[src/rtl/itp_pkg.sv]
// shared types, character codes and rank function for the infix-to-postfix converter
package itp_pkg;

    // default operator stack depth
    localparam int STACK_DEPTH_DEF = 16;

    // character codes
    localparam logic [7:0] CH_ZERO  = 8'h30;
    localparam logic [7:0] CH_NINE  = 8'h39;
    localparam logic [7:0] CH_OPEN  = 8'h28;
    localparam logic [7:0] CH_CLOSE = 8'h29;
    localparam logic [7:0] CH_PLUS  = 8'h2B;
    localparam logic [7:0] CH_MINUS = 8'h2D;
    localparam logic [7:0] CH_MUL   = 8'h2A;
    localparam logic [7:0] CH_DIV   = 8'h2F;

    // expression outcome codes
    localparam logic [1:0] ST_OK        = 2'd0;
    localparam logic [1:0] ST_UNMATCHED = 2'd1;
    localparam logic [1:0] ST_OVERFLOW  = 2'd2;

    // class of the held input character
    typedef enum logic [1:0] {
        K_DIGIT,
        K_OPEN,
        K_CLOSE,
        K_OPER
    } kind_t;

    // controller to datapath
    typedef struct packed {
        logic capture;
        logic emit_char;
        logic emit_top;
        logic emit_end;
        logic push;
        logic drop_top;
        logic set_unmatched;
    } itp_cmd_t;

    // datapath to controller
    typedef struct packed {
        kind_t kind;
        logic  count_zero;
        logic  top_open;
        logic  pop_ok;
        logic  err_any;
        logic  last;
        logic  out_free;
    } itp_status_t;

    // operator rank: parentheses 0, + - 1, * / 2, anything else -1
    function automatic logic signed [2:0] rank_of(input logic [7:0] c);
        logic signed [2:0] r;
        case (c)
            CH_OPEN, CH_CLOSE: r = 3'sd0;
            CH_PLUS, CH_MINUS: r = 3'sd1;
            CH_MUL, CH_DIV:    r = 3'sd2;
            default:           r = -3'sd1;
        endcase
        return r;
    endfunction

endpackage

[src/rtl/itp_datapath.sv]
// datapath: held input character, operator stack, error latch and output register
module itp_datapath import itp_pkg::*; #(
    parameter int STACK_DEPTH = STACK_DEPTH_DEF
) (
    input  logic        aclk,
    input  logic        aresetn,
    input  itp_cmd_t    cmd,
    output itp_status_t stat,
    input  logic [7:0]  in_char,
    input  logic        in_last,
    output logic        out_valid,
    input  logic        out_ready,
    output logic [7:0]  out_char,
    output logic        has_char,
    output logic        expr_end,
    output logic [1:0]  status
);

    localparam int CW = $clog2(STACK_DEPTH + 1);
    localparam int AW = $clog2(STACK_DEPTH);

    logic [7:0]    char_reg;
    logic          last_reg;
    logic [7:0]    stack_mem [STACK_DEPTH];
    logic [7:0]    top_reg;
    logic [CW-1:0] count_reg, count_next;
    logic [1:0]    err_reg, err_next;
    logic          out_valid_reg;
    logic [7:0]    out_char_reg;
    logic          has_char_reg;
    logic          expr_end_reg;
    logic [1:0]    status_reg;

    logic [CW-1:0] top_pos;
    logic [CW-1:0] below_pos;
    logic [7:0]    top_char;
    logic          full;
    logic          emit_any;

    // stack top held in a register, entry below it read on a pop
    assign top_pos   = count_reg - CW'(1);
    assign below_pos = count_reg - CW'(2);
    assign top_char  = top_reg;
    assign full      = (count_reg == CW'(STACK_DEPTH));
    assign emit_any  = cmd.emit_char | cmd.emit_top | cmd.emit_end;

    // status towards the controller
    always_comb begin
        if (char_reg >= CH_ZERO && char_reg <= CH_NINE) begin
            stat.kind = K_DIGIT;
        end else if (char_reg == CH_OPEN) begin
            stat.kind = K_OPEN;
        end else if (char_reg == CH_CLOSE) begin
            stat.kind = K_CLOSE;
        end else begin
            stat.kind = K_OPER;
        end
        stat.count_zero = (count_reg == '0);
        stat.top_open   = (top_char == CH_OPEN);
        stat.pop_ok     = (rank_of(char_reg) <= rank_of(top_char));
        stat.err_any    = (err_reg != ST_OK);
        stat.last       = last_reg;
        stat.out_free   = !out_valid_reg || out_ready;
    end

    // next count and error latch
    always_comb begin
        count_next = count_reg;
        err_next   = err_reg;
        if (cmd.push) begin
            if (full) begin
                err_next   = ST_OVERFLOW;
                count_next = '0;
            end else begin
                count_next = count_reg + CW'(1);
            end
        end
        if (cmd.emit_top || cmd.drop_top) begin
            count_next = top_pos;
        end
        if (cmd.set_unmatched) begin
            err_next = ST_UNMATCHED;
        end
        if (cmd.emit_end) begin
            err_next   = ST_OK;
            count_next = '0;
        end
    end

    // control registers
    always_ff @(posedge aclk) begin
        if (!aresetn) begin
            count_reg     <= '0;
            err_reg       <= ST_OK;
            out_valid_reg <= 1'b0;
        end else begin
            count_reg <= count_next;
            err_reg   <= err_next;
            if (emit_any) begin
                out_valid_reg <= 1'b1;
            end else if (out_ready) begin
                out_valid_reg <= 1'b0;
            end
        end
    end

    // input hold, stack write, top refresh and output word
    always_ff @(posedge aclk) begin
        if (cmd.capture) begin
            char_reg <= in_char;
            last_reg <= in_last;
        end
        if (cmd.push && !full) begin
            stack_mem[count_reg[AW-1:0]] <= char_reg;
            top_reg                      <= char_reg;
        end else if (cmd.emit_top || cmd.drop_top) begin
            top_reg <= stack_mem[below_pos[AW-1:0]];
        end
        if (emit_any) begin
            out_char_reg <= cmd.emit_end ? 8'd0 : (cmd.emit_top ? top_char : char_reg);
            has_char_reg <= !cmd.emit_end;
            expr_end_reg <= cmd.emit_end;
            status_reg   <= cmd.emit_end ? err_reg : ST_OK;
        end
    end

    assign out_valid = out_valid_reg;
    assign out_char  = out_char_reg;
    assign has_char  = has_char_reg;
    assign expr_end  = expr_end_reg;
    assign status    = status_reg;

endmodule

[src/rtl/itp_ctrl.sv]
// controller state machine sequencing pushes, pops, flush and end marker
module itp_ctrl import itp_pkg::*; (
    input  logic        aclk,
    input  logic        aresetn,
    input  logic        in_valid,
    output logic        in_ready,
    input  itp_status_t stat,
    output itp_cmd_t    cmd
);

    typedef enum logic [1:0] {
        S_IDLE,
        S_EXEC,
        S_FLUSH,
        S_ENDM
    } state_t;

    state_t state_reg, state_next;
    state_t post_state;

    assign in_ready   = (state_reg == S_IDLE);
    assign post_state = stat.last ? S_FLUSH : S_IDLE;

    // command decode and next state
    always_comb begin
        cmd        = '0;
        state_next = state_reg;
        case (state_reg)
            S_IDLE: begin
                if (in_valid) begin
                    cmd.capture = 1'b1;
                    state_next  = S_EXEC;
                end
            end
            S_EXEC: begin
                if (stat.err_any) begin
                    // rest of a failed expression is dropped
                    state_next = post_state;
                end else begin
                    case (stat.kind)
                        K_DIGIT: begin
                            if (stat.out_free) begin
                                cmd.emit_char = 1'b1;
                                state_next    = post_state;
                            end
                        end
                        K_OPEN: begin
                            cmd.push   = 1'b1;
                            state_next = post_state;
                        end
                        K_CLOSE: begin
                            if (stat.count_zero) begin
                                cmd.set_unmatched = 1'b1;
                                state_next        = post_state;
                            end else if (stat.top_open) begin
                                cmd.drop_top = 1'b1;
                                state_next   = post_state;
                            end else if (stat.out_free) begin
                                cmd.emit_top = 1'b1;
                            end
                        end
                        K_OPER: begin
                            if (!stat.count_zero && stat.pop_ok) begin
                                cmd.emit_top = stat.out_free;
                            end else begin
                                cmd.push   = 1'b1;
                                state_next = post_state;
                            end
                        end
                        default: begin
                            state_next = post_state;
                        end
                    endcase
                end
            end
            S_FLUSH: begin
                if (stat.err_any || stat.count_zero) begin
                    state_next = S_ENDM;
                end else if (stat.out_free) begin
                    cmd.emit_top = 1'b1;
                end
            end
            S_ENDM: begin
                if (stat.out_free) begin
                    cmd.emit_end = 1'b1;
                    state_next   = S_IDLE;
                end
            end
            default: begin
                state_next = S_IDLE;
            end
        endcase
    end

    // state register
    always_ff @(posedge aclk) begin
        if (!aresetn) begin
            state_reg <= S_IDLE;
        end else begin
            state_reg <= state_next;
        end
    end

endmodule

[src/rtl/infix_to_postfix_converter.sv]
// Infix-to-postfix converter top level: operator stack shunting-yard with stream ports
// A character is accepted only in the idle state and held; the execute state then
// emits it or pops stack entries to the output register before the next is accepted,
// and a last character is followed by a flush of the stack and the end marker.
// The single stack read port allows one pop per cycle while the output is not stalled.
// Reset (aresetn low, synchronous) empties the stack, clears the error latch and the
// output valid; stack contents are not cleared.
module infix_to_postfix_converter import itp_pkg::*; #(
    parameter int STACK_DEPTH = STACK_DEPTH_DEF
) (
    input  logic        aclk,
    input  logic        aresetn,
    input  logic        s_tvalid,
    output logic        s_tready,
    input  logic [7:0]  s_tdata,   // [7:0] in_char
    input  logic        s_tlast,
    output logic        m_tvalid,
    input  logic        m_tready,
    output logic [15:0] m_tdata,   // [7:0] out_char, [9:8] status, [15:10] zero
    output logic        m_tuser,   // [0] has_char
    output logic        m_tlast
);

    itp_cmd_t    cmd;
    itp_status_t stat;
    logic [7:0]  out_char;
    logic [1:0]  status;

    // control
    itp_ctrl u_ctrl (
        .aclk     (aclk),
        .aresetn  (aresetn),
        .in_valid (s_tvalid),
        .in_ready (s_tready),
        .stat     (stat),
        .cmd      (cmd)
    );

    // stack and output word
    itp_datapath #(
        .STACK_DEPTH (STACK_DEPTH)
    ) u_datapath (
        .aclk      (aclk),
        .aresetn   (aresetn),
        .cmd       (cmd),
        .stat      (stat),
        .in_char   (s_tdata),
        .in_last   (s_tlast),
        .out_valid (m_tvalid),
        .out_ready (m_tready),
        .out_char  (out_char),
        .has_char  (m_tuser),
        .expr_end  (m_tlast),
        .status    (status)
    );

    assign m_tdata = {6'd0, status, out_char};

endmodule

[config.mk]
export PLATFORM = sky130hd
export DESIGN_NAME = infix_to_postfix_converter
export DESIGN_NICKNAME = d
export VERILOG_FILES = /design/src/rtl/itp_pkg.sv /design/src/rtl/itp_datapath.sv /design/src/rtl/itp_ctrl.sv /design/src/rtl/infix_to_postfix_converter.sv
export SDC_FILE = /design/constraint.sdc
export NUM_CORES = 1
export LEC_CHECK = 0
export BUFFER_PORTS_ARGS = -buffer_cell sky130_fd_sc_hd__buf_2
export CAP_MARGIN = 20
export CORE_MARGIN = 5
export CORE_UTILIZATION = 60
export DETAILED_ROUTE_END_ITERATION = 10
export HOLD_SLACK_MARGIN = 0.12
export PLACE_DENSITY = 0.86
export SLEW_MARGIN = 20
export SYNTH_ARGS = -nofsm -noshare
export SYNTH_HDL_FRONTEND = slang
export SYNTH_SLANG_ARGS = --single-unit
[constraint.sdc]
create_clock -name aclk -period 4.7 [get_ports aclk]
set_input_delay 0.94 -clock aclk [delete_from_list [all_inputs] [get_ports aclk]]
set_output_delay 0.94 -clock aclk [all_outputs]
set_load 0.005 [all_outputs]
# Word-level counts from Yosys, hierarchy flattened
# Memory sizes are Yosys's and may differ from the RTL's.
# Cells that the tools add are included.
# op_classes
add_sub_neg,3
bitwise,3
reduce_logical,30
eq_ne,25
mux,50
n_lt_le_gt_ge,3
# op_table
cell,n
$eq A8 B6 Y1 const B,12
$mux W2,13
$mux W8,3
$mux W1,22
$pmux W3 S3,2
$pmux W2 S4,2
$mux W5,3
$reduce_or A2 Y1,7
$reduce_bool A2 Y1,6
$eq A2 B2 Y1 const B,4
$ge A8 B6 Y1 const B,1
$le A8 B6 Y1 const B,1
$mux W3,2
$pmux W1 S2,3
$reduce_and A6 Y1,1
$add A5 B1 Y5 const B,1
$eq A5 B5 Y1 const B,1
$logic_not A5 Y1,1
$ne A5 B3 Y1 const B,1
$sub A5 B1 Y5 const B,1
$eq A2 B1 Y1 const B,2
$logic_not A1 Y1,4
$logic_not A2 Y1,2
$ne A2 B1 Y1 const B,2
other kinds (11),17
# totals
reg_bits,39
n_memories,1
elab_cells,127
ram_bits,128
# memory_table
name,words,word_bits,rd,rd_ports_with_merged_regs,wr,line,text
u_datapath.stack_mem,16,8,1,0,1,itp_datapath.sv:24,logic [7:0] stack_mem [STACK_DEPTH];

# Depth between registers and ports, before layout
# Gate-level depths: netlist of the first run.
# depth
depth_word,12
ltp_mapped,11

# Hierarchy
# Synthesis of the first run repeated with hierarchy kept, for this count alone.
# hier_totals
hier_cells,444
hier_area_um2,7174.4
# by_module_without_submodules
mod,cells_each,area_per_inst_um2,instances
itp_datapath,399,6831.6,1
itp_ctrl,38,294.0,1
infix_to_postfix_converter,7,48.8,1

# Worst setup path after synthesis of the first run
# No wires, ideal clock.
# synth_timing
path_type,reg-to-reg
from,register u_datapath.char_reg[2]
to,"register u_datapath.expr_end_reg (netlist: u_datapath.expr_end), enable pin"
slack_ps,883
path_buffers,1
setup_ps,398
arrival_time_ps,3420
path_stages_with_launch,11
synth_period_minus_slack_ps,3817
cell_sequence,edfxtp_1 > clkbuf_1 > maj3_1 > or3_1 > ha_1 > nor2b_1 > o311ai_1 > nand4_1 > o21ai_1 > nand2_1 > o21ai_0
# synth_between
elab_chain_len,11
word_cells_on_any_way,29
classes_between,order compare (3); eq/ne (8); mux (10); bitwise (2); reduce/logical (6)
# synth_rtl
element,line,text
"start, declared",itp_datapath.sv:22,logic [7:0] char_reg;
"start signal, assigned",itp_datapath.sv:110,char_reg <= in_char;
$eq A8 B6 Y1 (on tied branches),"itp_pkg.sv:55, itp_datapath.sv:51, itp_datapath.sv:53",
$reduce_or A2 Y1,itp_pkg.sv:55,case (c)
$pmux W3 S3,itp_pkg.sv:55,
$le A3 B3 Y1,itp_datapath.sv:60,stat.pop_ok = (rank_of(char_reg) <= rank_of(top_char));
$logic_and A1 B1 Y1,itp_ctrl.sv:63,if (!stat.count_zero && stat.pop_ok) begin
$mux W1,itp_ctrl.sv:63,
$pmux W1 S2,itp_ctrl.sv:40,case (stat.kind)
$mux W2 (*),itp_ctrl.sv:36,if (stat.err_any) begin
$pmux W1 S2,itp_ctrl.sv:28,case (state_reg)
$or A1 B1 Y1 (*) (2 in a row),itp_datapath.sv:45,assign emit_any = cmd.emit_char | cmd.emit_top | cmd.emit_end;
named net u_datapath.emit_any,itp_datapath.sv:38,logic emit_any;
"end signal, assigned",itp_datapath.sv:122,expr_end_reg <= cmd.emit_end;
"end, declared",itp_datapath.sv:31,logic expr_end_reg;
# Mark *: on every way through the listed nets, which the timed path passes. The rest lies on a longest branch.
# A chain may end at the register's enable or synchronous reset.

# Worst setup path after layout of the first run
# layout_timing
from,register u_datapath.char_reg[6]
to,"register u_datapath.out_char_reg[1] (netlist: u_datapath.out_char[1]), enable pin"
# layout_between
elab_chain_len,11
word_cells_on_any_way,29
classes_between,order compare (3); eq/ne (8); mux (10); bitwise (2); reduce/logical (6)
# layout_rtl
element,line,text
$eq A8 B6 Y1 (on tied branches),"itp_pkg.sv:55, itp_datapath.sv:51, itp_datapath.sv:53",
$reduce_or A2 Y1,itp_pkg.sv:55,
$pmux W3 S3,itp_pkg.sv:55,
$le A3 B3 Y1,itp_datapath.sv:60,
$logic_and A1 B1 Y1,itp_ctrl.sv:63,
$mux W1,itp_ctrl.sv:63,
$pmux W1 S2,itp_ctrl.sv:40,
$mux W2 (*),itp_ctrl.sv:36,
$pmux W1 S2,itp_ctrl.sv:28,
$or A1 B1 Y1 (*) (2 in a row),itp_datapath.sv:45,
named net u_datapath.emit_any,itp_datapath.sv:38,
"end signal, assigned",itp_datapath.sv:120,out_char_reg <= cmd.emit_end ? 8'd0 : (cmd.emit_top ? top_char : char_reg);
"end, declared",itp_datapath.sv:29,logic [7:0] out_char_reg;
# Marks and branches as above.

==> results of run 1 <==
## report_power, final
| group | total, mW | leakage (nW) | switching [mW] | internal [mW] |
|---|---|---|---|---|
| Sequential | 1.93 | 1.50 | 0.0968 | 1.83 |
| Combinational | 1.18 | 0.942 | 0.651 | 0.526 |
| Clock | 1.38 | 0.283 | 0.555 | 0.828 |
## cell families (layout without fill, tap and decap cells)
kind of cell	after synthesis	after routing	share of synthesized area, %
AOI/OAI and AO/OA	58	58	5.48
xor gates and xnor gates	4	4	0.479
adders and majority gates	17	17	2.84
buffers and inverters	34	79	2.33
DFF	167	167	67.2
muxes	49	49	13.9
other	1	6	0.0513
and+or+nand+nor	93	93	7.65
## metrics by stage
stage	power [mW]	instance area (um2)	setup slack [ns]	hold WS [ns]
2_1_floorplan	2.81	7330	0.883	0.471
3_3_place_gp	3.06	7590	0.840	0.489
3_5_place_dp	3.10	7590	0.722	0.514
4_1_cts	4.48	8180	0.672	0.526
5_1_grt	4.66	8180	0.357	0.553
6_report	4.49	8180	0.630	0.522
## cells in the mapped netlist, drive strengths merged (3+ instances only)
| cell type | instances |
|---|---|
| edfxtp | 157 |
| mux4 | 40 |
| nand3 | 20 |
| a21oi | 15 |
| ha | 15 |
| buf | 14 |
| nand2 | 14 |
| o21ai | 13 |
| and3 | 11 |
| nor2 | 11 |
| dfxtp | 10 |
| inv | 10 |
| clkbuf | 9 |
| mux2 | 8 |
| and4 | 6 |
| a31oi | 5 |
| and2 | 4 |
| and4b | 4 |
| nand4 | 4 |
| nor3b | 4 |
| a211oi | 3 |
| nand2b | 3 |
| nor2b | 3 |
| nor3 | 3 |
## worst reg2reg max path, stage by stage (launching register included)
cell and delay, ns:
edfxtp_1 0.68, or3b_4 0.53, or3_1 0.38, ha_1 0.31, nor2b_1 0.13, o311ai_1 0.52
nand4_1 0.32, o21ai_1 0.41, nand2_1 0.15, o21ai_0 0.10, buf_4 0.22
## how the worst max path moves through the flow
stage / to / slack (ns) / cells after the start
2_1_floorplan: u_datapath.expr_end / 0.88 / 10
3_3_place_gp: u_datapath.out_char[6] / 0.84 / 10
3_5_place_dp: u_datapath.out_char[2] / 0.72 / 10
4_1_cts: u_datapath.out_char[6] / 0.67 / 10
5_1_grt: u_datapath.out_char[5] / 0.36 / 10
6_report: u_datapath.out_char[1] / 0.63 / 10
## final cells by class
class | instances | area (um2)
clock inverters | 14 | 158
fillers | 708 | 3780
clock buffers | 18 | 429
flip-flops and latches | 167 | 4920
multi-input cells | 227 | 2240
repair buffers | 36 | 205
well taps | 147 | 184
inverters | 11 | 41.3
## cell usage in the layout, fill, tap and decap left out, types with 3 or more instances in the layout
cell type and n:
bufinv_16 3, mux2_4 5, nand4_1 4, edfxtp_1 157, nor3b_1 4, clkinv_1 4
and4b_1 4, a31oi_1 4, buf_2 26, nand3_1 20, and4_1 4, buf_4 10
nor2_1 11, inv_1 10, nand2b_1 3, and3_1 10, clkinv_2 3, clkbuf_16 17
nor3_1 3, a21oi_1 15, mux4_2 40, ha_1 15, mux2_2 3, o21ai_0 12
conb_1 6, nand2_1 14, and2_1 3, dfxtp_1 9, nor2b_1 3, a211oi_1 3
## layer usage
metal / share of wire (%) / vias to the layer above / wire [um] / GRT usage, %
li1: - / 1795 / - / -
met1: 37 / 2071 / 6000 / 30.0
met2: 50 / 300 / 8020 / 38.2
met3: 10 / 50 / 1630 / 6.27
met4: 2.7 / 0 / 428 / 8.07
met5: 0 / - / 0 / 0
==> metrics.txt, run 1 <==
share of cells above drive strength 1=26.2%; netlist area before placement=~7300 um2; Crit. End Element=flip-flop; row count=40; Synth Register Bits=~170; port bufs=26; Pwr Density=549 nW/um2; setup tns final=0 ns; Die H=roughly 120 um; Crit Path Max Fanout=20; final period utilization=between 80 and 90%; Largest register FFs=128; clk_lat worst skew=roughly 0.43 ns; Crit-path slowest cell=edfxtp_1; full die area=14500 um2; clock-pin slew on the worst setup and hold paths=0.06 ns; Detail Route Antenna Nets=0; Clock Path Buffers=2; area added between synthesis and finish=11.9%; Synth Flop Type=edfxtp_1; first-pass iteration count of the detailed router=6; status=finished clean; DRC=0; Buf/Inv on CP=1; dpl hpwl=roughly 9.8 mm; Hold Path Class=reg -> reg; CP peak stage delay=roughly 0.68 ns; Worst EP arrival=4.20 ns; RSZ-0062 raised after global routing=false; Max transition margin=41.4%; worst hold stages=2; total core area=about 12000 um2; largest cells by area after synthesis=edfxtp_1 64%, mux4_2 12%, dfxtp_1 2.7%, ha_1 2.6%, nand3_1 1.4%; startpoint types=flip-flop; CTS tree=built; Synth top area share=64.5%; GRT Overall Usage=between 20 and 25%; hold_buf cts=0; Pleak=2.73 nW; Post-Layout Cell Count=620; Die Wd=120 um; CTS sink count=167; H-tree depth=4; FMAX=246 MHz; largest net degree at the start of global routing=38; ant diodes=0; num ports=33; EDFF count, synth=between 150 and 200; fraction of registers with async set or reset after synthesis=0%; RR Endpoint=u_datapath.out_char[1]; Avg Inst Size Synth=17.3 um2; Reg-to-Reg Start=u_datapath.char_reg[6]; flop2flop setup slack=0.63 ns; setup violators final=0; sequential area share after synthesis=67.2%; initial antenna violation count=0; YS warnings=0; Worst Setup SP=u_datapath.char_reg[6]; total gr overflow=0; nets=488; cells after synthesis=423; critical path, cell by cell=or3b_4 -> or3_1 -> ha_1 -> nor2b_1 -> o311ai_1 -> nand4_1 -> o21ai_1 -> nand2_1 -> o21ai_0 -> buf_4; Yosys cell types=62; skew final=about 0.011 ns; largest area contributor in the netlist=edfxtp_1; Worst Path Required=4.83 ns; number of max-cap violations=0; crit path time final=4.07 ns; First DRT Iteration DRCs=567; R2R cell count=10; via count=4216; WL/cell=25.9 um; worst ir drop on vdd=496 uV; starting density of the core=61.1%; utilization after layout=between 60% and 70%; vias in the first global route=4116; CTS Buf Count=17; Post-CTS Resized=0; Largest delay share family, worst path=simple AND/OR/NAND/NOR gates; Setup Fix Bufs, Post-CTS=0; cell count after placement=588; Final Hold Fails=0; Final Max Slew Viols=0; first-pass GRT wire length=24.2 mm; Slew @ Worst Pin=about 0.88 ns; WL final=16.1 mm; CTS Root Cell=clkbuf_16; via/cell ratio=6.80; WS Path Type=reg -> reg; GP Congestion=0.912
(Power assumes the default switching activity.)
==> inputs of run 2 (changes only) <==
--- a/config.mk
+++ b/config.mk
@@ -5,7 +5,7 @@
 export SDC_FILE = /design/constraint.sdc
 export NUM_CORES = 1
 export LEC_CHECK = 0
-export BUFFER_PORTS_ARGS = -buffer_cell sky130_fd_sc_hd__buf_2
+export BUFFER_PORTS_ARGS = -buffer_cell sky130_fd_sc_hd__buf_4
 export CAP_MARGIN = 20
 export CORE_MARGIN = 5
 export CORE_UTILIZATION = 60
==> metrics.txt, run 2 (synthesized netlist as in run 1, its figures left out) <==
most common cell after layout, fill and taps aside=edfxtp_1 (unchanged); RSZ-0062 raised after global routing=false (unchanged); path length in cells of the critical path=10 (unchanged); Hold Path Class=reg -> reg (unchanged); R2R cell count=10 (unchanged); Detail Route Antenna Nets=0 (unchanged); Post-CTS Resized=0 (unchanged); CTS Buf Count=17 (unchanged); clk_lat worst skew=0.43 ns (about the same); CTS Root Cell=clkbuf_16 (unchanged); met1 Use GR=32.0% (was 30.0%); Final Hold Fails=0 (unchanged); hold_buf cts=0 (unchanged); crit path capture=u_datapath.status[1] (was u_datapath.out_char[1]); via/cell ratio=6.84 (was 6.80); placed cell areas=7660 um2 (was 7590 um2); Crit-path slowest cell=edfxtp_1 (unchanged); flop2flop setup slack=0.61 ns (was 0.63 ns); DRC=0 (unchanged); total gr overflow=0 (unchanged); RR Endpoint=u_datapath.status[1] (was u_datapath.out_char[1]); H-tree depth=4 (unchanged); Worst EP arrival=4.21 ns (was 4.20 ns); GRT Overall Usage=22.9% (was 23.2%); row count=40 (unchanged); met3 Use GR=5.52% (was 6.27%); CTS sink count=167 (unchanged); most frequent cells in the layout=157 x edfxtp_1, 40 x mux4_2, 37 x buf_4, 20 x nand3_1, 17 x clkbuf_16 (was 157 x edfxtp_1, 40 x mux4_2, 26 x buf_2, 20 x nand3_1, 17 x clkbuf_16); Max transition margin=47.2% (was 41.4%); ant diodes=0 (unchanged); Die H=120 um (unchanged); setup tns final=0 ns (unchanged); nets=489 (was 488); first-pass iteration count of the detailed router=6 (unchanged); full die area=14500 um2 (unchanged); CTS tree=built (unchanged); vias in the first global route=4063 (was 4116); utilization after layout=68.7% (was 68.4%); GR met2 Demand/Resource=36.3% (was 38.2%); number of max-cap violations=0 (unchanged); Die Wd=120 um (unchanged); port bufs=26 (unchanged); skew final=0.0125 ns (was 0.0107 ns); Largest delay share family, worst path=simple AND/OR/NAND/NOR gates (unchanged); Worst Setup SP=u_datapath.char_reg[6] (unchanged); Finished Cell Area=8210 um2 (was 8180 um2); FMAX=244 MHz (was 246 MHz); Setup Fix Bufs, Post-CTS=0 (unchanged); Crit. End Element=flip-flop (unchanged); worst ir drop on vdd=383 uV (was 496 uV); starting density of the core=61.1% (unchanged); WS Path Type=reg -> reg (unchanged); WL final=15.8 mm (was 16.1 mm); setup violators final=0 (unchanged); share of cells above drive strength 1=26.6% (was 26.2%); area added between synthesis and finish=12.4% (was 11.9%); clock-pin slew on the worst setup and hold paths=0.06 ns (about the same); Largest register FFs=128 (unchanged); critical path, cell by cell=or3b_4 -> or3_1 -> ha_1 -> nor2b_1 -> o311ai_1 -> nand4_1 -> o21ai_1 -> nand2_1 -> o21ai_0 -> buf_4 (unchanged); largest net degree at the start of global routing=38 (unchanged); status=finished clean (unchanged); Crit Path Max Fanout=20 (unchanged); Buf/Inv on CP=1 (unchanged); CP peak stage delay=0.68 ns (about the same); via count=4246 (was 4216); dpl hpwl=9.60 mm (was 9.82 mm); crit path time final=4.09 ns (was 4.07 ns); Pleak=2.74 nW (was 2.73 nW); Final Max Slew Viols=0 (unchanged); first-pass GRT wire length=24.3 mm (was 24.2 mm); GP Congestion=0.894 (was 0.912); Pwr Density=538 nW/um2 (was 549 nW/um2); num ports=33 (unchanged); Clock Path Buffers=2 (unchanged); final period utilization=87.0% (was 86.6%); total core area=12000 um2 (unchanged); gr busiest metal=met2 (unchanged); Reg-to-Reg Start=u_datapath.char_reg[6] (unchanged); First DRT Iteration DRCs=608 (was 567); initial antenna violation count=0 (unchanged); startpoint types=flip-flop (unchanged); WL/cell=25.5 um (was 25.9 um); Worst Path Required=4.82 ns (was 4.83 ns); Slew @ Worst Pin=0.790 ns (was 0.876 ns)
[run 2: changes by cell type in the layout (fill, tap and decap cells not counted), sizes merged]
cell	before	now
buf	36	37
clkinv	9	8
clkinvlp	2	1
inv	11	15
bufinv	3	0
clkbuf	18	19
[run 2: worst min-delay path by stage]
stage | start | depth (start not counted) | slack (ns) | end
2_1_floorplan | flip-flop | 2 | 0.47 | flip-flop
3_3_place_gp | flip-flop | 2 | 0.49 | flip-flop
3_5_place_dp | flip-flop | 2 | 0.50 | flip-flop
4_1_cts | flip-flop | 2 | 0.51 | flip-flop
5_1_grt | flip-flop | 2 | 0.53 | flip-flop
6_report | flip-flop | 2 | 0.51 | flip-flop
[run 2: metrics by stage]
stage                     instances  hold slack, ns  total power, mW  setup WS, ns
after floorplan                 428           0.471             2.81         0.883
after global placement          589           0.486             3.08         0.867
after detailed placement        589           0.501             3.12         0.689
after CTS                       621           0.510             4.41         0.653
after global routing            621           0.534             4.59         0.348
final                           621           0.514             4.42         0.610
[run 2: power breakdown]
part / leakage [nW] / switching (mW) / internal (mW)
Combinational: 0.970 / 0.671 / 0.539
Clock: 0.265 / 0.594 / 0.692
Sequential: 1.50 / 0.0883 / 1.83
Total: 2.74 / 1.35 / 3.06
[run 2: per-layer routing]
metal / wire, um / vias up
met1: 6200 / 2098
met5: 0 / -
met4: 340 / 0
li1: - / 1798
met2: 7800 / 309
met3: 1500 / 41
[run 2: area by class of cell]
cell class,count,area (um2)
clock buffers,19,433
well taps,147,184
flip-flops and latches,167,4920
repair buffers,37,278
inverters,11,41.3
clock inverters,13,118
multi-input cells,227,2240
fillers,725,3750
[run 2: worst register-to-register path: cells and delay by family (launching register included)]
kind,cells,cell delay (ns)
flip-flops,1,0.68
adder cells (fa/ha/maj),1,0.31
buffers and inverters,1,0.24
AO/OA/AOI/OAI,3,1.05
AND/OR/NAND/NOR,5,1.50
==> inputs of run 3 (changes only) <==
==> constraint.sdc (replaced) <==
create_clock -name aclk -period 4.1 [get_ports aclk]
set_input_delay 0.82 -clock aclk [delete_from_list [all_inputs] [get_ports aclk]]
set_output_delay 0.82 -clock aclk [all_outputs]
set_load 0.005 [all_outputs]
==> metrics.txt, run 3 (synthesized netlist as in run 1, its figures left out) <==
Placement Setup Slack=0.437 ns (was 0.689 ns); RR Endpoint=u_datapath.out_char[4] (was u_datapath.status[1]); setup tns final=0 ns (unchanged); Hold Slack=0.517 ns (was 0.514 ns); Finished Cell Area=8260 um2 (was 8210 um2); via/cell ratio=6.64 (was 6.84); multi-input logic area=2250 um2 (was 2240 um2); setup violators final=0 (unchanged); Die H=120 um (unchanged); setup ws final=0.443 ns (was 0.610 ns); full die area=14500 um2 (unchanged); Slew @ Worst Pin=0.844 ns (was 0.790 ns); number of max-cap violations=0 (unchanged); total gr overflow=0 (unchanged); Final Hold Fails=0 (unchanged); WS Path Type=reg -> reg (unchanged); clk_lat worst skew=0.42 ns (was 0.43 ns); WL final=15.2 mm (was 15.8 mm); Reg-to-Reg Start=u_datapath.char_reg[7] (was u_datapath.char_reg[6]); hold_buf cts=0 (unchanged); Die Wd=120 um (unchanged); WL/cell=24.5 um (was 25.5 um); R2R cell count=10 (unchanged); most frequent cells in the layout=157 x edfxtp_1, 40 x mux4_2, 38 x buf_4, 20 x nand3_1, 17 x clkbuf_16 (was 157 x edfxtp_1, 40 x mux4_2, 37 x buf_4, 20 x nand3_1, 17 x clkbuf_16); worst hold stages=2 (unchanged); CTS tree=built (unchanged); status=finished clean (unchanged); Final Max Slew Viols=0 (unchanged); clock-pin slew on the worst setup and hold paths=0.07 ns (was 0.06 ns); row count=40 (unchanged); flop2flop setup slack=0.44 ns (was 0.61 ns); Detail Route Antenna Nets=0 (unchanged); First DRT Iteration DRCs=494 (was 608); Clock Path Buffers=2 (unchanged); startpoint types=flip-flop (unchanged); H-tree depth=4 (unchanged); num ports=33 (unchanged); CTS Root Cell=clkbuf_16 (unchanged); crit path time final=3.66 ns (was 4.09 ns); starting density of the core=61.1% (unchanged); port bufs=26 (unchanged); Max transition margin=43.5% (was 47.2%); FMAX=273 MHz (was 244 MHz); Crit-path slowest cell=o311ai_1 (was edfxtp_1); Pleak=2.75 nW (was 2.74 nW); share of cells above drive strength 1=26.9% (was 26.6%); vias in the first global route=4147 (was 4063); Pwr Density=623 nW/um2 (was 538 nW/um2); via count=4132 (was 4246); initial antenna violation count=0 (unchanged); CTS Buf Count=17 (unchanged); worst ir drop on vdd=396 uV (was 383 uV); Sequential cell area=4920 um2 (unchanged); area added between synthesis and finish=12.9% (was 12.4%); Layout fillers=739 (was 725); critical path, cell by cell=or3b_4 -> or3_1 -> ha_1 -> nor2b_1 -> o311ai_1 -> nand4_1 -> o21ai_2 -> nand2_1 -> o21ai_0 -> buf_4 (was or3b_4 -> or3_1 -> ha_1 -> nor2b_1 -> o311ai_1 -> nand4_1 -> o21ai_1 -> nand2_1 -> o21ai_0 -> buf_4); skew final=0.0109 ns (was 0.0125 ns); Worst EP arrival=3.78 ns (was 4.21 ns); first-pass iteration count of the detailed router=6 (unchanged); first-pass GRT wire length=23.9 mm (was 24.3 mm); Crit. End Element=flip-flop (unchanged); utilization after layout=69.0% (was 68.7%); Hold Path Class=reg -> reg (unchanged); ant diodes=0 (unchanged); Crit Path Max Fanout=12 (was 20); most common cell after layout, fill and taps aside=edfxtp_1 (unchanged); GP Congestion=0.987 (was 0.894); RSZ-0062 raised after global routing=false (unchanged); largest net degree at the start of global routing=38 (unchanged); dpl hpwl=9.59 mm (was 9.60 mm); nets=490 (was 489); total core area=12000 um2 (unchanged); Worst Path Required=4.22 ns (was 4.82 ns); CP peak stage delay=0.52 ns (was 0.68 ns); GRT Overall Usage=22.4% (was 22.9%); DRC=0 (unchanged); placed cell areas=7670 um2 (was 7660 um2); final period utilization=89.2% (was 87.0%); Largest register FFs=128 (unchanged); CTS sink count=167 (unchanged)
[run 3: cell types whose count changed in the layout (fill, tap and decap cells not counted), sizes merged]
cell,delta
inv,-2
clkbuf,-1
bufinv,+2
buf,+1
clkinv,-2
clkinvlp,+3
[run 3: how the worst max path moves through the flow]
stage                           startpoint                     end  slack [ns]
floorplan           u_datapath.char_reg[2]     u_datapath.expr_end        0.28
global placement    u_datapath.char_reg[7]  u_datapath.out_char[5]        0.56
detailed placement  u_datapath.char_reg[7]  u_datapath.out_char[1]        0.44
CTS                 u_datapath.char_reg[7]  u_datapath.out_char[7]        0.33
global route        u_datapath.top_char[4]  u_datapath.out_char[6]        0.16
finish              u_datapath.char_reg[7]  u_datapath.out_char[4]        0.44
[run 3: report_power, final]
| part | total, mW | internal (mW) | switching [mW] |
|---|---|---|---|
| Sequential | 2.18 | 2.10 | 0.0830 |
| Combinational | 1.41 | 0.618 | 0.791 |
| Clock | 1.55 | 0.902 | 0.650 |
[run 3: metal layers]
layer  vias to the layer above  track usage [%]  wire length (um)
met5                         -                0                 0
met4                         0             7.93               317
met3                        25             5.94              1580
met2                       250             33.8              7270
met1                      2061             32.1              6060
li1                       1796                -                 -
[run 3: repair_timing]
item | 4_1_cts | 5_1_grt
setup endpoints to repair | 0 | 12
gates resized for setup | 0 | 1
setup buffers | 0 | 0
[run 3: critical path: cells and delay by family, from the launching register on]
family                     cells  cell delay, ns
buffers and inverters          1            0.22
DFF                            1            0.40
adders and majority gates      1            0.32
AOI/OAI and AO/OA              3            0.91
and+or+nand+nor                5            1.52
[run 3: final cells by class]
class	instances	share of cell area [%]
Clock inverter	14	1.83
Clock buffer	18	5.20
Multi-Input combinational cell	227	27.2
Sequential cell	167	59.5
Timing Repair Buffer	38	3.46
Tap cell	147	2.23
Inverter	11	0.500
[run 3: through the flow]
stage                     power (mW)  cells
after global routing            5.36    622
final                           5.14    622
after CTS                       5.14    622
after detailed placement        3.59    590
after floorplan                 3.22    428
after global placement          3.54    590
